$ cat config.mk
export PLATFORM = sky130hd
export DESIGN_NAME = bcd_record_to_ascii_lister
export DESIGN_NICKNAME = d
export VERILOG_FILES = /design/src/rtl/brtal_pkg.sv /design/src/rtl/brtal_front.sv /design/src/rtl/brtal_queue.sv /design/src/rtl/brtal_back.sv /design/src/rtl/bcd_record_to_ascii_lister.sv
export VERILOG_INCLUDE_DIRS = /design/src /design/src/rtl
export SDC_FILE = /design/constraint.sdc
export NUM_CORES = 1
export LEC_CHECK = 0
export BUFFER_PORTS_ARGS = -buffer_cell sky130_fd_sc_hd__buf_2
export CORE_UTILIZATION = 45
export DETAILED_ROUTE_END_ITERATION = 12
export MAX_ROUTING_LAYER = met4
export PLACE_DENSITY_LB_ADDON = 0.15
export SYNTH_ARGS = -nofsm -noshare
export SYNTH_HDL_FRONTEND = slang
export SYNTH_SLANG_ARGS = --single-unit
$ cat constraint.sdc
create_clock -name clock -period 4.8 [get_ports clock]
set_input_delay 0.48 -clock clock [delete_from_list [all_inputs] [get_ports clock]]
set_output_delay 0.48 -clock clock [all_outputs]
set_load 0.05 [all_outputs]
$ cat src/rtl/bcd_record_to_ascii_lister_assert.svh
// Assertion macros shared by the lister modules.
// Every macro samples on clock and is disabled while reset is high.
`ifndef BCD_RECORD_TO_ASCII_LISTER_ASSERT_SVH
`define BCD_RECORD_TO_ASCII_LISTER_ASSERT_SVH

// expr holds at every edge
`define BRTAL_ASSERT_ALWAYS(label, expr) \
   label: assert property (@(posedge clock) disable iff (reset) (expr)) \
      else $error("brtal: invariant violated");

// cons holds in the same cycle as ante
`define BRTAL_ASSERT_IMPLY(label, ante, cons) \
   label: assert property (@(posedge clock) disable iff (reset) (ante) |-> (cons)) \
      else $error("brtal: implication violated");

// cons holds in the cycle after ante
`define BRTAL_ASSERT_NEXT(label, ante, cons) \
   label: assert property (@(posedge clock) disable iff (reset) (ante) |=> (cons)) \
      else $error("brtal: next-cycle check violated");

`endif

$ cat src/rtl/brtal_pkg.sv
package brtal_pkg;

   typedef struct packed {
      logic       action;
      logic [7:0] tape_char;
      logic       record_end;
   } req_type;

   typedef struct packed {
      logic [6:0] ascii_char;
      logic       last_of_run;
   } rsp_type;

   typedef struct packed {
      logic [9:0] record_length;
      logic       binary_mode;
      logic       show_marks;
      logic       show_end_marker;
   } cfg_type;

   // One classified item: what the back end has to emit for it.
   typedef struct packed {
      logic       is_eof;
      logic [6:0] first_char;
      logic       has_break;
      logic       has_brace;
      logic       has_end;
   } job_type;

   localparam logic [1:0] CSR_RECORD_LENGTH   = 2'd0;
   localparam logic [1:0] CSR_BINARY_MODE     = 2'd1;
   localparam logic [1:0] CSR_SHOW_MARKS      = 2'd2;
   localparam logic [1:0] CSR_SHOW_END_MARKER = 2'd3;

   localparam logic [9:0]  RECORD_LENGTH_RESET = 10'd130;
   localparam logic [10:0] COL_MAX             = 11'd2047;

   localparam logic [5:0] CODE_RECORD_MARK = 6'o32;
   localparam logic [5:0] CODE_BIN_ZERO    = 6'o12;

   localparam logic [6:0] ASCII_NL    = 7'h0A;
   localparam logic [6:0] ASCII_BRACE = 7'h7B;

   localparam logic [2:0] EOF_LEN = 3'd6;

   localparam logic [6:0] BCD_TABLE [0:63] = '{
      7'h62, 7'h31, 7'h32, 7'h33, 7'h34, 7'h35, 7'h36, 7'h37,
      7'h38, 7'h39, 7'h30, 7'h3D, 7'h27, 7'h3A, 7'h3E, 7'h26,
      7'h20, 7'h2F, 7'h53, 7'h54, 7'h55, 7'h56, 7'h57, 7'h58,
      7'h59, 7'h5A, 7'h7C, 7'h2C, 7'h28, 7'h7E, 7'h5C, 7'h22,
      7'h2D, 7'h4A, 7'h4B, 7'h4C, 7'h4D, 7'h4E, 7'h4F, 7'h50,
      7'h51, 7'h52, 7'h21, 7'h24, 7'h2A, 7'h5D, 7'h3B, 7'h5F,
      7'h2B, 7'h41, 7'h42, 7'h43, 7'h44, 7'h45, 7'h46, 7'h47,
      7'h48, 7'h49, 7'h3F, 7'h2E, 7'h29, 7'h5B, 7'h3C, 7'h7D
   };

   function automatic logic [6:0] bcd_to_ascii(input logic [5:0] code);
      return BCD_TABLE[code];
   endfunction

   // "*EOF*" then newline
   function automatic logic [6:0] eof_char(input logic [2:0] step);
      logic [6:0] ch;
      case (step)
         3'd0:    ch = 7'h2A;
         3'd1:    ch = 7'h45;
         3'd2:    ch = 7'h4F;
         3'd3:    ch = 7'h46;
         3'd4:    ch = 7'h2A;
         default: ch = ASCII_NL;
      endcase
      return ch;
   endfunction

endpackage

$ cat src/rtl/brtal_front.sv
module brtal_front import brtal_pkg::*; (
   input  logic    clock,
   input  logic    reset,
   input  cfg_type cfg,
   input  logic    req_valid,
   input  req_type req_data,
   output logic    req_stall,
   input  logic    queue_full,
   output logic    push,
   output job_type push_job
);

   logic [10:0] column_ff;
   logic [10:0] column_in;
   logic [10:0] column_adv;
   logic [5:0]  code;
   logic        is_mark;

   assign req_stall = queue_full;
   assign push      = req_valid && !queue_full;

   always_comb begin
      code = req_data.tape_char[5:0];
      if (cfg.binary_mode) begin
         code[5] = code[5] ^ code[4];
         if (code == CODE_BIN_ZERO) begin
            code = 6'd0;
         end
      end
      is_mark    = (code == CODE_RECORD_MARK);
      column_adv = (column_ff == COL_MAX) ? column_ff : column_ff + 11'd1;

      push_job  = '0;
      column_in = column_ff;
      if (req_data.action) begin
         push_job.is_eof = 1'b1;
         column_in       = '0;
      end else begin
         if (is_mark && !cfg.show_marks) begin
            push_job.first_char = ASCII_NL;
            column_in           = '0;
         end else begin
            push_job.first_char = bcd_to_ascii(code);
            column_in           = column_adv;
            push_job.has_break  = !is_mark && !req_data.record_end
                                  && (column_adv == {1'b0, cfg.record_length});
            if (push_job.has_break) begin
               column_in = '0;
            end
         end
         if (req_data.record_end) begin
            push_job.has_end   = 1'b1;
            push_job.has_brace = cfg.show_end_marker;
            column_in          = '0;
         end
      end
   end

   always_ff @(posedge clock) begin
      if (reset) begin
         column_ff <= '0;
      end else if (push) begin
         column_ff <= column_in;
      end
   end

endmodule

$ cat src/rtl/brtal_queue.sv
`include "bcd_record_to_ascii_lister_assert.svh"

module brtal_queue import brtal_pkg::*; #(
   parameter int DEPTH = 4
) (
   input  logic    clock,
   input  logic    reset,
   input  logic    push,
   input  job_type push_job,
   output logic    full,
   input  logic    pop,
   output logic    head_valid,
   output job_type head_job
);

   localparam int PTR_W = (DEPTH > 1) ? $clog2(DEPTH) : 1;
   localparam int CNT_W = $clog2(DEPTH + 1);

   job_type            entry_ff [DEPTH];
   logic [PTR_W-1:0]   wr_ptr_ff;
   logic [PTR_W-1:0]   rd_ptr_ff;
   logic [CNT_W-1:0]   count_ff;

   function automatic logic [PTR_W-1:0] next_ptr(input logic [PTR_W-1:0] ptr);
      return (ptr == PTR_W'(DEPTH - 1)) ? '0 : ptr + PTR_W'(1);
   endfunction

   assign full       = (count_ff == CNT_W'(DEPTH));
   assign head_valid = (count_ff != '0);
   assign head_job   = entry_ff[rd_ptr_ff];

   always_ff @(posedge clock) begin
      if (push) begin
         entry_ff[wr_ptr_ff] <= push_job;
      end
   end

   always_ff @(posedge clock) begin
      if (reset) begin
         wr_ptr_ff <= '0;
         rd_ptr_ff <= '0;
         count_ff  <= '0;
      end else begin
         if (push) begin
            wr_ptr_ff <= next_ptr(wr_ptr_ff);
         end
         if (pop) begin
            rd_ptr_ff <= next_ptr(rd_ptr_ff);
         end
         if (push && !pop) begin
            count_ff <= count_ff + CNT_W'(1);
         end else if (pop && !push) begin
            count_ff <= count_ff - CNT_W'(1);
         end
      end
   end

   `BRTAL_ASSERT_ALWAYS(a_count_bound, count_ff <= CNT_W'(DEPTH))
   `BRTAL_ASSERT_NEXT(a_push_grows, push && !pop, count_ff == $past(count_ff) + CNT_W'(1))
   `BRTAL_ASSERT_IMPLY(a_empty_aligned, count_ff == '0, wr_ptr_ff == rd_ptr_ff)

endmodule

$ cat src/rtl/brtal_back.sv
`include "bcd_record_to_ascii_lister_assert.svh"

module brtal_back import brtal_pkg::*; (
   input  logic    clock,
   input  logic    reset,
   input  logic    head_valid,
   input  job_type head_job,
   output logic    pop,
   output logic    rsp_valid,
   output rsp_type rsp_data,
   input  logic    rsp_stall
);

   logic [2:0] step_ff;
   logic [2:0] step_in;
   logic [2:0] total;
   logic       final_step;
   logic       load;
   logic [6:0] ch;
   logic       rsp_valid_ff;
   rsp_type    rsp_data_ff;

   always_comb begin
      if (head_job.is_eof) begin
         total = EOF_LEN;
         ch    = eof_char(step_ff);
      end else begin
         total = 3'd1 + {2'b0, head_job.has_break} + {2'b0, head_job.has_brace}
                 + {2'b0, head_job.has_end};
         // tail is a break newline, an end newline, or brace then newline
         case (step_ff)
            3'd0:    ch = head_job.first_char;
            3'd1:    ch = head_job.has_brace ? ASCII_BRACE : ASCII_NL;
            default: ch = ASCII_NL;
         endcase
      end
      final_step = (step_ff == total - 3'd1);
      load       = head_valid && (!rsp_valid_ff || !rsp_stall);
      pop        = load && final_step;
      step_in    = final_step ? 3'd0 : step_ff + 3'd1;
   end

   always_ff @(posedge clock) begin
      if (reset) begin
         step_ff      <= '0;
         rsp_valid_ff <= 1'b0;
      end else if (load) begin
         step_ff      <= step_in;
         rsp_valid_ff <= 1'b1;
      end else if (!rsp_stall) begin
         rsp_valid_ff <= 1'b0;
      end
   end

   always_ff @(posedge clock) begin
      if (load) begin
         rsp_data_ff.ascii_char  <= ch;
         rsp_data_ff.last_of_run <= final_step;
      end
   end

   assign rsp_valid = rsp_valid_ff;
   assign rsp_data  = rsp_data_ff;

   `BRTAL_ASSERT_ALWAYS(a_step_bound, step_ff < EOF_LEN)
   `BRTAL_ASSERT_IMPLY(a_mid_job_has_head, step_ff != 3'd0, head_valid)
   `BRTAL_ASSERT_NEXT(a_pop_marks_last, pop, rsp_valid_ff && rsp_data_ff.last_of_run)

endmodule

$ cat src/rtl/bcd_record_to_ascii_lister.sv
// A transfer on req is written into the job queue; its first result is then registered
// at rsp. Throughput: one req transfer per cycle while the job queue has room; the
// result port sends one character per cycle while rsp_stall is low and a job is queued, and the single
// emit sequencer gives an item 1 to 3 characters (record character) or 6 (tape mark).
// Reset (synchronous, active high) clears the column, the queue, the output valid flag
// and emit step, and restores every configuration register to its documented default.
module bcd_record_to_ascii_lister import brtal_pkg::*; #(
   parameter int QUEUE_DEPTH = 4
) (
   input  logic                clock,
   input  logic                reset,
   input  logic                req_valid,
   input  brtal_pkg::req_type  req_data,
   output logic                req_stall,
   output logic                rsp_valid,
   output brtal_pkg::rsp_type  rsp_data,
   input  logic                rsp_stall,
   input  logic                csr_valid,
   output logic                csr_ready,
   input  logic [1:0]          csr_index,
   input  logic [9:0]          csr_wdata
);

   cfg_type cfg_ff;
   logic    push;
   job_type push_job;
   logic    queue_full;
   logic    pop;
   logic    head_valid;
   job_type head_job;

   // Configuration: always ready; software writes only while the lister is idle, which the block does not enforce.
   assign csr_ready = 1'b1;

   always_ff @(posedge clock) begin
      if (reset) begin
         cfg_ff.record_length   <= RECORD_LENGTH_RESET;
         cfg_ff.binary_mode     <= 1'b0;
         cfg_ff.show_marks      <= 1'b0;
         cfg_ff.show_end_marker <= 1'b0;
      end else if (csr_valid && csr_ready) begin
         case (csr_index)
            CSR_RECORD_LENGTH:   cfg_ff.record_length   <= csr_wdata;
            CSR_BINARY_MODE:     cfg_ff.binary_mode     <= csr_wdata[0];
            CSR_SHOW_MARKS:      cfg_ff.show_marks      <= csr_wdata[0];
            CSR_SHOW_END_MARKER: cfg_ff.show_end_marker <= csr_wdata[0];
            default: ;
         endcase
      end
   end

   // Front: translate the tape code, track the column, and decide which
   // line breaks, braces and newlines follow each character.
   brtal_front u_front (
      .clock      (clock),
      .reset      (reset),
      .cfg        (cfg_ff),
      .req_valid  (req_valid),
      .req_data   (req_data),
      .req_stall  (req_stall),
      .queue_full (queue_full),
      .push       (push),
      .push_job   (push_job)
   );

   // Job queue: decouples input acceptance from the multi-character output.
   brtal_queue #(
      .DEPTH (QUEUE_DEPTH)
   ) u_queue (
      .clock      (clock),
      .reset      (reset),
      .push       (push),
      .push_job   (push_job),
      .full       (queue_full),
      .pop        (pop),
      .head_valid (head_valid),
      .head_job   (head_job)
   );

   // Back: step through the characters of the head job, one transfer per cycle while rsp_stall
   // is low, and flag the final one of each item.
   brtal_back u_back (
      .clock      (clock),
      .reset      (reset),
      .head_valid (head_valid),
      .head_job   (head_job),
      .pop        (pop),
      .rsp_valid  (rsp_valid),
      .rsp_data   (rsp_data),
      .rsp_stall  (rsp_stall)
   );

endmodule
==> out/metrics.csv, run 1 <==
stage,metric,value,unit
outcome,status,"finished, final reports clean",
synth,"EDFF count, synth",52,
synth,Area contributors post-synth,"edfxtp_1, dfxtp_1, mux4_2",
grt,gr usage total,19.7,%
grt,initial antenna violation count,0,
synth,Post-Syn Area,0.00514,mm²
hold_path,Hold Crit Start,csr_wdata[1],
finish,most frequent cells in the layout,"nor2_1, edfxtp_1, a21oi_1, nand2_1, dfxtp_1",
placed_design,post-DP HPWL,7.39,mm
synth,Yosys cell types,71,
placed_design,RD Place Congestion,0.897,
cts,Clock transition at path regs,0.06,ns
placed_design,post-placement cell area,0.00536,mm²
synth,Post-Syn Nets,565,
cts,CTS buffer count,9,
timing,setup ws final,0.640,ns
placed_design,dpl ws,0.570,ns
timing,Max Slew Vio Count,0,
finish,"non-filler cells, final",677,
synth,syn_area_per_cell,9.93,µm²
synth,top-area cell type share of the netlist area,30.4,%
timing,Tmin final,4.16,ns
grt,largest net degree at the start of global routing,36,
pwr,switching share of power,34.9,%
floorplan,die area,0.0119,mm²
worst_setup_path,required time of the critical path,5.06,ns
worst_setup_path,CP Max Fanout,8,
timing,clock skew,0.00772,ns
timing,Max Clock Freq,0.240,GHz
worst_setup_path,Worst Path Arrival,4.42,ns
routing,Pre-antenna DRT Iters,4,
timing,RSZ-0062 raised after global routing,false,
timing,slew margin rel.,32.2,%
routing,vias post-DR,3893,
grt,total gr overflow,0,
timing,Final period util,86.7,%
timing,hold_ws,0.339,ns
timing,worst-margin pin slew,1.01,ns
routing,drt wl/cell,15.5,µm
pwr,Comb pwr share,33.1,%
routing,Routed Antenna Nets,0,
cts,"Setup Fix Bufs, Post-CTS",0,
synth,"Seq/Total Area, Yosys",44.7,%
routing,Routed WL,10.5,mm
pwr,Seq pwr share,40.1,%
routing,DR iter-0 viols,235,
pwr,P_int,1.67,mW
cts,Clock Sinks,89,
synth,Post-Synthesis Cells,518,
pwr,PwrDens,453,mW/mm²
floorplan,Core Region,0.0110,mm²
job,max_cap viols,0,
grt,number of global-route vias before repair,3564,
placed_design,dpl cells,661,
cts,CTS tree,built,
floorplan,Die Span X,109,µm
floorplan,I/O Pins,38,
grt,first-pass GRT wire length,17.6,mm
hold_path,Hold Path Class,primary input to flop,
floorplan,Rows,38,
synth,"Async S/R FF share, synth",0,%
finish,final core utilization,51.4,%
timing,Final Hold Viols,0,
cts,CTS H-tree lvls,3,
worst_setup_path,CP startpoint kind,flop,
finish,P&R area growth vs syn,9.78,%
finish,share of post-route cells with drive strength above 1,15.5,%
pwr,static leakage,2.06,nW
finish,"most common cell after layout, fill and taps aside",nor2_1,
floorplan,Starting Density,46.8,%
cts,CTS resizes,0,
finish,final net count,579,
worst_setup_path,critical path type,flop to flop,
routing,Vias/cell,5.75,
timing,Setup TNS Final,0,ns
finish,multi-input logic area,0.00260,mm²
pwr,P_sw,894,µW
floorplan,Die H,109,µm
timing,final setup violation count,0,
synth,register bit total from synthesis,89,
finish,number of diodes,0,
synth,Yosys top cell by area,edfxtp_1,
cts,CTS Root Cell,clkbuf_16,
finish,fillcell total,1021,
cts,Clock Path Buffers,2,
cts,cts hold-fix bufs,0,
worst_setup_path,crit path capture type,flop,
pwr,Design Power,2.56,mW
finish,register area,0.00230,mm²
pwr,Clock power frac,26.8,%
placed_design,Port Buffers,34,
pwr,maximum vdd drop,0.342,mV
synth,Synth warnings,0,
routing,# DRC,0,
cts,Worst-Skew Late Latency,0.34,ns
finish,final non-filler cell area,0.00565,mm²
synth,ys flop type,edfxtp_1,
## final cells by class
class	count	area share, %
Clock buffer	11	4.12
Sequential cell	89	40.8
Multi-Input combinational cell	372	46.1
Clock inverter	5	0.975
Tap cell	140	3.10
Inverter	23	1.53
Timing Repair Buffer	37	3.41
## synth_stat cells, types with 2 or more instances
cell type  count
a211o_1        3
a211oi_1      11
a211oi_2       2
a21o_1         2
a21oi_1       40
a221oi_1       2
a311oi_1       4
a31oi_1        9
and2_1         8
buf_1          4
buf_2          9
buf_4          5
clkbuf_1      16
dfxtp_1       37
edfxtp_1      52
fa_1           2
ha_1          18
inv_1         22
mux2i_1       15
mux4_2        12
nand2_1       37
nand2b_1       2
nand3_1       16
nand4_1        3
nor2_1        63
nor2b_1       10
nor3_1        24
nor3b_1        4
o2111ai_1      3
o21ai_0       19
o22ai_1        3
o311ai_0       2
o31ai_1        4
or2_2          2
or3_1          4
xnor2_1        9
xor2_1         6
## cell families (layout without fill, tap and decap cells)
family / after synthesis / count (layout) / synth area share (%)
AO/OA/AOI/OAI: 118 / 118 / 15.1
adder cells (fa/ha/maj): 21 / 21 / 5.35
AND/OR/NAND/NOR: 188 / 188 / 18.8
multiplexers: 29 / 29 / 8.66
flip-flops: 89 / 89 / 44.7
XOR/XNOR: 15 / 15 / 2.55
buffers and inverters: 57 / 76 / 4.74
other: 1 / 1 / 0.0729
## worst paths after layout
path | to | slack, ns | cells after the start
hold reg to reg | u_back.rsp_valid$_SDFFE_PP0P_ | 0.47 | 2
setup / recovery | u_queue.count_ff[2]$_SDFFE_PP0P_ | 0.64 | 15
hold / removal | cfg_ff[4]$_SDFFE_PP1P_ | 0.34 | 2
setup reg to reg | u_queue.count_ff[2]$_SDFFE_PP0P_ | 0.64 | 15
## state kept, by name, indices dropped and copies added (netlist names), named ones only
register / flops
u_queue.wr_ptr_ff: 2
u_back.rsp_data: 8
u_queue.entry_ff: 44
u_back.step_ff: 3
u_back.rsp_valid: 1
u_front.column_ff: 11
u_queue.count_ff: 3
u_queue.rd_ptr_ff: 2
cfg_ff: 13
## worst max-delay path: stages (launching register included)
cell and delay, ns:
dfxtp_1 0.64, mux4_2 0.56, inv_1 0.09, fa_1 0.41, or2_2 0.32, ha_1 0.21
xor2_1 0.15, xnor2_1 0.24, nor4_2 0.09, inv_1 0.11, ha_1 0.19, inv_1 0.06
fa_1 0.38, xor2_1 0.18, or3_1 0.30, a21oi_1 0.16
## power by group through the flow
stage                     clock network (mW)  registers (mW)  logic (mW)
after floorplan                            0            1.15       0.569
after global placement                     0            1.04       0.831
after detailed placement                   0            1.05       0.852
after CTS                              0.704            1.03       0.856
after global routing                   0.730            1.04       0.953
final                                  0.687            1.03       0.847
## routing by layer
layer  wire length (µm)  GRT usage [%]
met5                  0              -
met4                128           6.76
met3                488           3.23
met2               5000           30.1
met1               4900           26.6
Note: power is estimated with default switching activity, not from simulation.
==> run 2: changes to the inputs <==
PLACE_DENSITY_LB_ADDON = 0.08   (was 0.15)
==> run 2 against run 1 <==
Maximum frequency down 0.15%. Worst hold slack better by 0.0068 ns. Clock skew up 0.0037 ns. Critical endpoint unchanged. First-iteration DRC count up 51%. Sequential share of layout area down 0.27 points. Highest routed layer unchanged. Non-clock buffer count up 1. Die area unchanged. Clock-buffer cell count down 2. Critical path depth unchanged. Sequential power about the same. Clock power up 7.4%. Largest power group unchanged.
==> out/metrics.csv, run 2 (synthesis gave the netlist of run 1 again) <==
stage,metric,value,unit,change
outcome,status,"finished, final reports clean",,
timing,slew margin rel.,35.7,%,+3.5 points
routing,# DRC,0,,unchanged
routing,DR iter-0 viols,354,,+51%
grt,first-pass GRT wire length,17.9,mm,+1.5%
hold_path,Hold Crit Start,csr_wdata[7],,
worst_setup_path,required time of the critical path,5.06,ns,about the same
finish,P&R area growth vs syn,10.5,%,
worst_setup_path,critical path type,flop to flop,,
pwr,P_sw,925,µW,+3.6%
pwr,maximum vdd drop,0.290,mV,-15%
worst_setup_path,CP max stage cell,dfxtp_1,,
cts,CTS resizes,0,,unchanged
cts,Clock Sinks,89,,unchanged
worst_setup_path,Critical Path Max Stage Delay,0.65,ns,about the same
timing,Tmin final,4.17,ns,+0.00635 ns
grt,largest net degree at the start of global routing,36,,unchanged
floorplan,Starting Density,46.8,%,unchanged
pwr,PwrDens,459,mW/mm²,+1.1%
worst_setup_path,Crit path top cell by count,inv_1,,
timing,Setup TNS Final,0,ns,unchanged
worst_setup_path,crit path capture type,flop,,
cts,Clock transition at path regs,0.07,ns,about the same
finish,largest registers,"u_queue.entry_ff (44), cfg_ff (13), u_front.column_ff (11)",,
pwr,P_int,1.68,mW,+0.89%
worst_setup_path,"Cell Chain, Critical Path","mux4_2, inv_1, fa_1, or2_2, ha_1, xor2_1, xnor2_1, nor4_2, inv_1, ha_1, inv_1, fa_1, xor2_1, or3_1, a21oi_1",,
pwr,Seq pwr share,39.3,%,-0.8 points
routing,Pre-antenna DRT Iters,5,,+1
floorplan,I/O Pins,38,,unchanged
timing,worst-margin pin slew,0.960,ns,-0.0519 ns
floorplan,Die Span X,109,µm,unchanged
cts,Clock Path Buffers,2,,unchanged
finish,Largest register FFs,44,,unchanged
placed_design,RD Place Congestion,0.879,,-2.0%
worst_setup_path,reg-to-reg endpoint,u_queue.count_ff[2]$_SDFFE_PP0P_,,
cts,CTS H-tree lvls,3,,unchanged
timing,RSZ-0062 raised after global routing,false,,
pwr,static leakage,2.08,nW,+1.3%
routing,Routed Antenna Nets,0,,unchanged
grt,number of global-route vias before repair,3619,,+1.5%
pwr,switching share of power,35.5,%,+0.59 points
cts,CTS buffer count,9,,unchanged
finish,final net count,580,,+0.17%
placed_design,dpl ws,0.602,ns,+0.0318 ns
finish,share of post-route cells with drive strength above 1,16.2,%,+0.71 points
finish,most frequent cells in the layout,"nor2_1, edfxtp_1, a21oi_1, nand2_1, dfxtp_1",,
worst_setup_path,Worst Path Arrival,4.43,ns,about the same
grt,total gr overflow,0,,unchanged
grt,gr usage total,19.9,%,+0.15 points
hold_path,hold endpoint,cfg_ff[10]$_SDFFE_PP1P_,,
timing,final setup violation count,0,,unchanged
timing,clock skew,0.0115,ns,+0.00374 ns
worst_setup_path,R2R depth,15,,unchanged
cts,CTS tree,built,,
worst_setup_path,reg-to-reg setup timing slack,0.63,ns,about the same
timing,Max Clock Freq,0.240,GHz,-0.15%
routing,drt wl/cell,15.8,µm,+1.5%
placed_design,Port Buffers,34,,unchanged
placed_design,post-DP HPWL,7.56,mm,+2.2%
job,max_cap viols,0,,unchanged
finish,number of diodes,0,,unchanged
timing,Final Hold Viols,0,,unchanged
pwr,Comb pwr share,32.4,%,-0.7 points
routing,vias post-DR,3906,,+0.33%
timing,setup ws final,0.634,ns,-0.00635 ns
grt,initial antenna violation count,0,,unchanged
cts,Worst-Skew Late Latency,0.34,ns,about the same
timing,Final period util,86.8,%,+0.13 points
cts,CTS Root Cell,clkbuf_16,,
finish,Largest Register,u_queue.entry_ff,,
worst_setup_path,critical path's top delay family,adder cells,,
hold_path,Hold Path Depth,2,,unchanged
routing,Vias/cell,5.76,,+0.19%
finish,"most common cell after layout, fill and taps aside",nor2_1,,
floorplan,Rows,38,,unchanged
timing,Max Slew Vio Count,0,,unchanged
routing,Routed WL,10.7,mm,+1.6%
cts,cts hold-fix bufs,0,,unchanged
floorplan,Core Region,0.0110,mm²,unchanged
cts,"Setup Fix Bufs, Post-CTS",0,,unchanged
worst_setup_path,CP startpoint kind,flop,,
hold_path,Hold Path Class,primary input to flop,,
floorplan,die area,0.0119,mm²,unchanged
worst_setup_path,CP Max Fanout,8,,unchanged
worst_setup_path,CP Buf/Inv Count,3,,unchanged
pwr,Clock power frac,28.3,%,+1.5 points
floorplan,Die H,109,µm,unchanged
run 2: power groups by stage:
stage | combinational, mW | sequential, mW | clock (mW)
5_1_grt | 0.948 | 1.04 | 0.788
4_1_cts | 0.856 | 1.03 | 0.757
2_1_floorplan | 0.569 | 1.15 | 0
6_report | 0.846 | 1.02 | 0.738
3_3_place_gp | 0.837 | 1.04 | 0
3_5_place_dp | 0.850 | 1.04 | 0
run 2: layout make-up:
cell class | count | area (µm²)
Sequential cell | 89 | 2300
Timing Repair Buffer | 38 | 200
Clock buffer | 9 | 225
Clock inverter | 7 | 92.6
Fill cell | 998 | 5300
Tap cell | 140 | 175
Inverter | 23 | 86.3
Multi-Input combinational cell | 372 | 2600
run 2: layer usage:
layer | up-vias | GRT usage [%] | part of all wire (%) | wire length [µm]
met1 | 1847 | 26.2 | 47 | 5060
li1 | 1936 | - | - | -
met3 | 6 | 3.23 | 5.1 | 546
met2 | 117 | 32.0 | 47 | 5000
met4 | 0 | 4.63 | 0.68 | 73
met5 | - | - | 0 | 0
run 2: worst max path at each step:
stage               depth (start not counted)  from                               end  slack, ns
global route                               15  flop  u_queue.count_ff[2]$_SDFFE_PP0P_       0.39
finish                                     15  flop  u_queue.count_ff[2]$_SDFFE_PP0P_       0.63
floorplan                                  16  flop  u_queue.count_ff[2]$_SDFFE_PP0P_       0.88
global placement                           15  flop  u_queue.count_ff[2]$_SDFFE_PP0P_       0.67
CTS                                        15  flop  u_queue.count_ff[2]$_SDFFE_PP0P_       0.58
detailed placement                         15  flop  u_queue.count_ff[2]$_SDFFE_PP0P_       0.60
run 2: per-stage QoR:
step	total power, mW	area (µm²)	utilization [%]	std cells	hold WS [ns]
3_5_place_dp	1.89	5370	48.9	662	0.466
3_3_place_gp	1.88	5370	48.9	662	0.452
6_report	2.61	5690	51.8	678	0.346
4_1_cts	2.64	5690	51.8	678	0.343
5_1_grt	2.78	5690	51.8	678	0.357
2_1_floorplan	1.72	5140	-	518	0.455
